`src/rtl/half_float_converter_core_assert.svh`:
```
// Assertion macros for the half float converter RTL.
`ifndef HALF_FLOAT_CONVERTER_CORE_ASSERT_SVH
`define HALF_FLOAT_CONVERTER_CORE_ASSERT_SVH

`ifndef SYNTH
// Check a property on clk, skipped while reset is asserted.
`define HFC_ASSERT(lbl, prop) \
  lbl: assert property (@(posedge clk) disable iff (!rst_n) prop) \
    else $error("half float converter check failed");
// Check a property on clk, also while reset is asserted.
`define HFC_ASSERT_ALWAYS(lbl, prop) \
  lbl: assert property (@(posedge clk) prop) \
    else $error("half float converter check failed");
`else
`define HFC_ASSERT(lbl, prop)
`define HFC_ASSERT_ALWAYS(lbl, prop)
`endif

`endif

```
`src/rtl/hfc_pkg.sv`:
```
// Package with command codes and the half format conversion functions.
package hfc_pkg;

  typedef enum logic [2:0] {
    CMD_PACK_HALF   = 3'd0,
    CMD_UNPACK_HALF = 3'd1,
    CMD_PACK11      = 3'd2,
    CMD_PACK10      = 3'd3,
    CMD_UNPACK11    = 3'd4,
    CMD_UNPACK10    = 3'd5
  } hfc_cmd_t;

  localparam logic [31:0] ROUND_ADD     = 32'h0000_1000;
  localparam logic [23:0] SUBNORM_BIAS  = 24'h7F_F000;
  localparam logic [14:0] MAG_SATURATE  = 15'h7FFF;
  localparam logic [8:0]  EXP_SAT_LIMIT = 9'd143;
  localparam logic [8:0]  EXP_NORM_MIN  = 9'd112;
  localparam logic [8:0]  EXP_SUB_MIN   = 9'd101;
  localparam logic [8:0]  SUB_SHIFT_TOP = 9'd125;
  localparam logic [7:0]  UNPACK_BIAS   = 8'd112;
  localparam logic [7:0]  SUBNORM_EXP   = 8'd103;

  // Pack float32 bits into a 1-5-10 half code without infinity.
  function automatic logic [15:0] pack_half_code(input logic [31:0] x);
    logic [31:0] b;
    logic [8:0]  e;
    logic [22:0] m;
    logic [23:0] sum;
    logic [4:0]  sh;
    logic [23:0] shd;
    logic [23:0] rnd;
    logic [14:0] mag;
    b   = {1'b0, x[30:0]} + ROUND_ADD;
    e   = b[31:23];
    m   = b[22:0];
    sum = SUBNORM_BIAS + {1'b0, m};
    sh  = 5'(SUB_SHIFT_TOP - e);
    shd = sum >> sh;
    rnd = (shd + 24'd1) >> 1;
    if (e > EXP_SAT_LIMIT) begin
      mag = MAG_SATURATE;
    end else if (e > EXP_NORM_MIN) begin
      mag = {5'(e - EXP_NORM_MIN), m[22:13]};
    end else if (e > EXP_SUB_MIN) begin
      mag = rnd[14:0];
    end else begin
      mag = '0;
    end
    return {x[31], mag};
  endfunction

  // Unpack a half code into float32 bits; normalize subnormals.
  function automatic logic [31:0] unpack_half_bits(input logic [15:0] h);
    logic [4:0]  e;
    logic [9:0]  m;
    logic [3:0]  k;
    logic [3:0]  lsh;
    logic [9:0]  ms;
    logic [7:0]  ex;
    logic [31:0] r;
    e  = h[14:10];
    m  = h[9:0];
    k  = '0;
    // Find the leading one; the highest set bit wins.
    for (int i = 0; i < 10; i++) begin
      if (m[i]) begin
        k = 4'(i);
      end
    end
    lsh = 4'd10 - k;
    ms  = m << lsh;
    ex  = {3'b0, e} + UNPACK_BIAS;
    if (e != 5'd0) begin
      r = {h[15], ex, m, 13'b0};
    end else if (m == 10'd0) begin
      r = {h[15], 31'b0};
    end else begin
      r = {h[15], SUBNORM_EXP + {4'b0, k}, ms, 13'b0};
    end
    return r;
  endfunction

endpackage

```
`src/rtl/half_float_converter_core.sv`:
```
// An accepted transaction goes from the input register, through the conversion
// logic, into the result register that drives out_valid. Throughput: one
// transaction per cycle while out_stall is low, set by those two registers.
// in_stall rises only when both registers hold data and out_stall is high.
// Reset (rst_n low, synchronous) empties both stages; no data is kept.
`include "half_float_converter_core_assert.svh"
module half_float_converter_core import hfc_pkg::*; (
  input  logic        clk,
  input  logic        rst_n,
  input  logic        in_valid,
  output logic        in_stall,
  input  logic [2:0]  in_command,
  input  logic [31:0] in_operand,
  output logic        out_valid,
  input  logic        out_stall,
  output logic [31:0] out_converted,
  output logic        out_negative_error
);

  logic        s1_valid_r;
  logic [2:0]  s1_command_r;
  logic [31:0] s1_operand_r;
  logic        out_valid_r;
  logic [31:0] out_converted_r;
  logic        out_negative_error_r;

  logic        s1_valid_nxt;
  logic        out_valid_nxt;
  logic        out_ready;
  logic        s1_ready;
  logic        in_take;
  logic        s1_move;
  logic [31:0] conv_value;
  logic        conv_error;

  // Ready chain: each stage frees when its successor takes data
  assign out_ready = ~out_valid_r | ~out_stall;
  assign s1_ready  = ~s1_valid_r | out_ready;
  assign in_stall  = ~s1_ready;
  assign in_take   = in_valid & s1_ready;
  assign s1_move   = s1_valid_r & out_ready;

  // Convert the held transaction
  hfc_convert u_convert (
    .command        (s1_command_r),
    .operand        (s1_operand_r),
    .converted      (conv_value),
    .negative_error (conv_error)
  );

  // Next valid for both stages
  always_comb begin
    s1_valid_nxt  = s1_valid_r;
    out_valid_nxt = out_valid_r;
    if (s1_ready) begin
      s1_valid_nxt = in_valid;
    end
    if (out_ready) begin
      out_valid_nxt = s1_valid_r;
    end
  end

  // Advance valid flags
  always_ff @(posedge clk) begin
    if (!rst_n) begin
      s1_valid_r  <= 1'b0;
      out_valid_r <= 1'b0;
    end else begin
      s1_valid_r  <= s1_valid_nxt;
      out_valid_r <= out_valid_nxt;
    end
  end

  // Capture payload; hold while stalled
  always_ff @(posedge clk) begin
    if (in_take) begin
      s1_command_r <= in_command;
      s1_operand_r <= in_operand;
    end
    if (s1_move) begin
      out_converted_r      <= conv_value;
      out_negative_error_r <= conv_error;
    end
  end

  assign out_valid          = out_valid_r;
  assign out_converted      = out_converted_r;
  assign out_negative_error = out_negative_error_r;

  `HFC_ASSERT_ALWAYS(a_reset_empties, !rst_n |=> (!s1_valid_r && !out_valid_r))
  `HFC_ASSERT(a_take_fills_s1, (in_valid && !in_stall) |=> s1_valid_r)
  `HFC_ASSERT(a_move_fills_out, s1_move |=> out_valid_r)
  `HFC_ASSERT(a_stall_only_when_full, in_stall |-> (s1_valid_r && out_valid_r && out_stall))
  `HFC_ASSERT(a_error_zero_code, (out_valid_r && out_negative_error_r) |-> (out_converted_r == 32'd0))

endmodule

```
`src/rtl/hfc_convert.sv`:
```
// Combinational command decode and format conversion for one transaction.
module hfc_convert import hfc_pkg::*; (
  input  logic [2:0]  command,
  input  logic [31:0] operand,
  output logic [31:0] converted,
  output logic        negative_error
);

  logic        neg;
  logic [15:0] half_code;

  assign neg       = operand[31] & (|operand[30:0]);
  assign half_code = pack_half_code(operand);

  // Select the conversion for the command; unused codes give zero
  always_comb begin
    converted      = '0;
    negative_error = 1'b0;
    case (command)
      CMD_PACK_HALF: begin
        converted = {16'b0, half_code};
      end
      CMD_UNPACK_HALF: begin
        converted = unpack_half_bits(operand[15:0]);
      end
      CMD_PACK11: begin
        if (neg) begin
          negative_error = 1'b1;
        end else begin
          converted = {21'b0, half_code[14:4]};
        end
      end
      CMD_PACK10: begin
        if (neg) begin
          negative_error = 1'b1;
        end else begin
          converted = {22'b0, half_code[14:5]};
        end
      end
      CMD_UNPACK11: begin
        converted = unpack_half_bits({1'b0, operand[10:0], 4'b0});
      end
      CMD_UNPACK10: begin
        converted = unpack_half_bits({1'b0, operand[9:0], 5'b0});
      end
      default: begin
        converted      = '0;
        negative_error = 1'b0;
      end
    endcase
  end

endmodule
```
`config.mk`:
```
export PLATFORM = sky130hd
export DESIGN_NAME = half_float_converter_core
export DESIGN_NICKNAME = d
export VERILOG_FILES = /design/src/rtl/hfc_pkg.sv /design/src/rtl/half_float_converter_core.sv /design/src/rtl/hfc_convert.sv
export VERILOG_INCLUDE_DIRS = /design/src /design/src/rtl
export SDC_FILE = /design/constraint.sdc
export NUM_CORES = 1
export LEC_CHECK = 0
export BUFFER_PORTS_ARGS = -buffer_cell sky130_fd_sc_hd__buf_4
export CAP_MARGIN = 20
export CELL_PAD_IN_SITES_DETAIL_PLACEMENT = 2
export CELL_PAD_IN_SITES_GLOBAL_PLACEMENT = 2
export CORE_AREA = 8 8 172 125
export DETAILED_ROUTE_END_ITERATION = 6
export DIE_AREA = 0 0 180 133
export PLACE_DENSITY_LB_ADDON = 0.1
export SETUP_SLACK_MARGIN = 0.5
export SYNTH_ARGS = -nofsm -noshare
export SYNTH_HDL_FRONTEND = slang
export SYNTH_SLANG_ARGS = --single-unit
```
`constraint.sdc`:
```
create_clock -name clk -period 8.9 [get_ports clk]
set_clock_uncertainty 0.2 [all_clocks]
set_input_delay 1.78 -clock clk [delete_from_list [all_inputs] [get_ports clk]]
set_output_delay 1.78 -clock clk [all_outputs]
set_load 0.01 [all_outputs]
```
==> parameters.txt <==
Parameter                              Value

Outcome
  Status ... finished, final reports clean

Routing
  Avg Vias per Cell ... slightly below 7
  Via count ... about 8k
  Violation count after the first detailed-routing iteration ... between 800 and 900
  Drc violations ... 0
  Detailed Routing Iterations Pass 1 ... 5
  Wire length per cell after detailed routing ... around 29 um
  Post-route ant nets ... 0
  Final wirelength ... roughly 33000 um

Die
  Core Box Area ... between 15000 and 20000 sq um
  Die height ... roughly 130 um
  Initial cell density of the core ... around two fifths
  Floorplan die width ... about 180 um
  Count of standard-cell rows ... 42
  Die footprint ... approximately 24000 sq um
  Num ports ... 74

Setup path
  Slowest Stage Delay on Critical Path ... around 0.80 ns
  Maximum fanout count along the critical path ... 27
  Kind of critical path ... register to register
  Origin of the critical flop-to-flop path ... s1_operand_r[12]
  Arrival time of data at the critical path endpoint ... around 7.0 ns
  Cell seen most often among critical-path stages ... ha_1
  CP Launch Type ... register
  Data required time at the worst endpoint ... about 9 ns
  Number of cells on the worst reg-to-reg path ... 18
  Critical Path End Type ... register
  Series of cell instances along the critical path ... ha_1 > and2_1 > nand4_4 > xnor2_4 > ha_1 > xnor2_1 > xnor2_2 > buf_4 > mux4_2 > and2_4 > o32ai_4 > ha_1 > nand3_2 > nor4_2 > nand3b_1 > nand3_1 > a22oi_1 > o21ai_1
  Critical path launch point ... s1_operand_r[12]
  Slowest-stage cell, CP ... edfxtp_1

Finish
  Relative area change from synthesis to final layout ... 12.2%
  Non-filler instance count after layout ... about 1.2k
  Layout cells sized above 1 ... between 10% and 20%
  Antenna diodes ... 0
  Final-stage net count ... about 960

STA
  Share of the clock period used by the worst path ... roughly 80%
  Time the worst path needs with I/O delays and setup ... a little over 7 ns
  Worst path setup slack after routing ... between 1.5 and 2 ns
  Number of max-slew violations in the final report ... 0
  Top achievable clock speed ... between 0.1 and 0.15 GHz
  Hold violation total from the final report ... 0
  Unrepaired setup endpoints after global routing ... no
  Setup violation total in the final timing report ... 0
  Aggregate negative setup slack ... 0 ns
  Tightest Pin Transition ... between 1 and 1.5 ns
  Tightest slew margin relative to the limit ... between 30% and 40%

Placed design
  Gp weighted congestion ... around 0.93
  Post-Place Worst Slack ... 1.95 ns
  Cell count after placement ... approximately 1.1k
  Sum of net half-perimeters after detailed placement ... ~25000 um
  Count of input and output buffers ... 73

Global route
  Wire length of the first global-routing pass ... roughly 50000 um
  Number of antenna violations at the first check in global routing ... 1
  Aggregate global routing overflow ... 0
  Maximum number of pins on one net before global-route repair ... 36
  Number of global-route vias before repair ... a little over 8k
  All-Layer GR Usage ... a little over a quarter

Logic synthesis
  Library cell occupying the most area in the post-synthesis netlist ... edfxtp_1
  Proportion of netlist area held by the largest area contributor ... 27.4%
  Post-synthesis instance total ... between 800 and 900
  Top cells by count, synth ... nand2_1, nor2_1, edfxtp_1
  Dominant register cell in the synthesized netlist ... edfxtp_1
  Post-Syn Area per Cell ... roughly 8.3 sq um
  Synth cell types ... 103
  Cell area after synthesis ... about 7400 sq um
  Count leader, synth ... nand2_1
  Ranking of synthesized cells by area ... edfxtp_1, nand2_1, o21ai_0
  Synth Register Bits ... 69
  Number of synthesized flops with an enable pin ... 67
  Proportion of synthesized chip area in sequential cells ... around 28%
  Number of warnings printed during yosys synthesis ... 0
  Number of nets produced by synthesis ... between 900 and 1k
  Share of synthesized flip-flops with an asynchronous set or reset ... 0%

CTS
  Cts repair resizes ... 0
  Clock tree from TritonCTS ... built
  Clock transition at the registers of the reported paths ... roughly 0.070 ns
  Clock Path Buffers ... 2
  # clock sinks ... 69
  Number of buffers created by CTS ... 9
  H-tree levels ... 3
  Hold bufs inserted after CTS ... 0
  Clock latency at the later pin of the worst-skew pair ... 0.35 ns
  Buffer cell driving the clock tree root ... clkbuf_16
  Post-CTS setup buffer count ... 0

Min path
  Class of the most critical hold timing path ... register to register
  Hold Path Depth ... 2
  Worst Hold Launch ... s1_valid_r

Flow run
  Max-capacitance violation count ... 0

Pwr
  Power per unit of standard cell area ... approximately 140 nW/um^2
  Leak Pwr ... roughly 2.9 nW
  Peak supply drop ... ~0.09 mV
[final cells by class]
cell class / count / area [sq um]
fill: 2077 / 10400
multi-input combinational: 712 / 4850
sequential: 69 / 2050
timing repair buffer: 84 / 658
tap: 242 / 303
clock buffer: 9 / 225
inverter: 29 / 109
clock inverter: 7 / 51.3
[cells in the final DEF, fill, tap and decap left out, drive strengths merged, types with 9 or more instances in the layout]
cell type,Yosys,final
a211o,9,9
a211oi,13,13
a21oi,54,54
a22oi,17,17
a31oi,17,17
and3,10,10
buf,35,83
clkbuf,39,10
edfxtp,67,67
ha,11,11
inv,28,29
mux2i,23,23
nand2,84,84
nand2b,11,11
nand3,33,33
nand4,18,18
nor2,77,77
nor3,34,34
nor4,12,12
o211ai,16,16
o21ai,65,65
o221ai,19,19
xnor2,33,33
xor2,11,11
[state kept, by name, summed over array words and instances (netlist names)]
register	flops
out_converted	31
s1_operand_r	32
out_negative_error	1
s1_command_r	3
s1_valid_r	1
out_valid	1
[metrics by stage]
stage | power [mW] | area [sq um] | hold slack [ns] | utilization [%]
floorplan | 0.653 | 7360 | 0.266 | -
global placement | 0.765 | 7900 | 0.284 | 42.4
detailed placement | 0.780 | 7900 | 0.348 | 42.4
CTS | 1.14 | 8180 | 0.368 | 43.8
global route | 1.18 | 8250 | 0.376 | 44.2
finish | 1.14 | 8250 | 0.354 | 44.2
[power breakdown]
part,switching (mW),internal [mW]
logic,0.236,0.135
registers,0.0390,0.379
clock network,0.162,0.190
[final timing paths]
kind | slack (ns) | end
min | 0.35 | out_valid
min reg2reg | 0.35 | out_valid
max reg2reg | 1.74 | out_converted[9]
max | 1.74 | out_converted[9]
[metal layers]
metal	GRT usage (%)	up-vias	part of all wire, %
met5	0	-	0.030
met4	5.03	2	1.3
met3	5.85	36	8.2
met2	40.4	358	43
met1	38.6	4001	47
li1	-	3450	-
[logic make-up (layout without fill, tap and decap cells)]
group	Yosys count	in the layout	synth area share [%]
AO/OA/AOI/OAI	300	300	29.2
flip-flops	69	69	27.9
buffers and inverters	103	129	6.40
adder cells (fa/ha/maj)	11	11	1.87
AND/OR/NAND/NOR	322	322	23.4
XOR/XNOR	44	44	5.60
multiplexers	35	35	5.73
[worst max-delay path, delay by kind of cell (launching register included)]
family                   cells  cell delay [ns]
AND/OR/NAND/NOR              7             1.92
adder cells (fa/ha/maj)      3             1.26
XOR/XNOR                     3             1.15
flip-flops                   1             0.80
AO/OA/AOI/OAI                3             0.63
multiplexers                 1             0.56
buffers and inverters        1             0.34
Power figures use the tool's default switching activity.
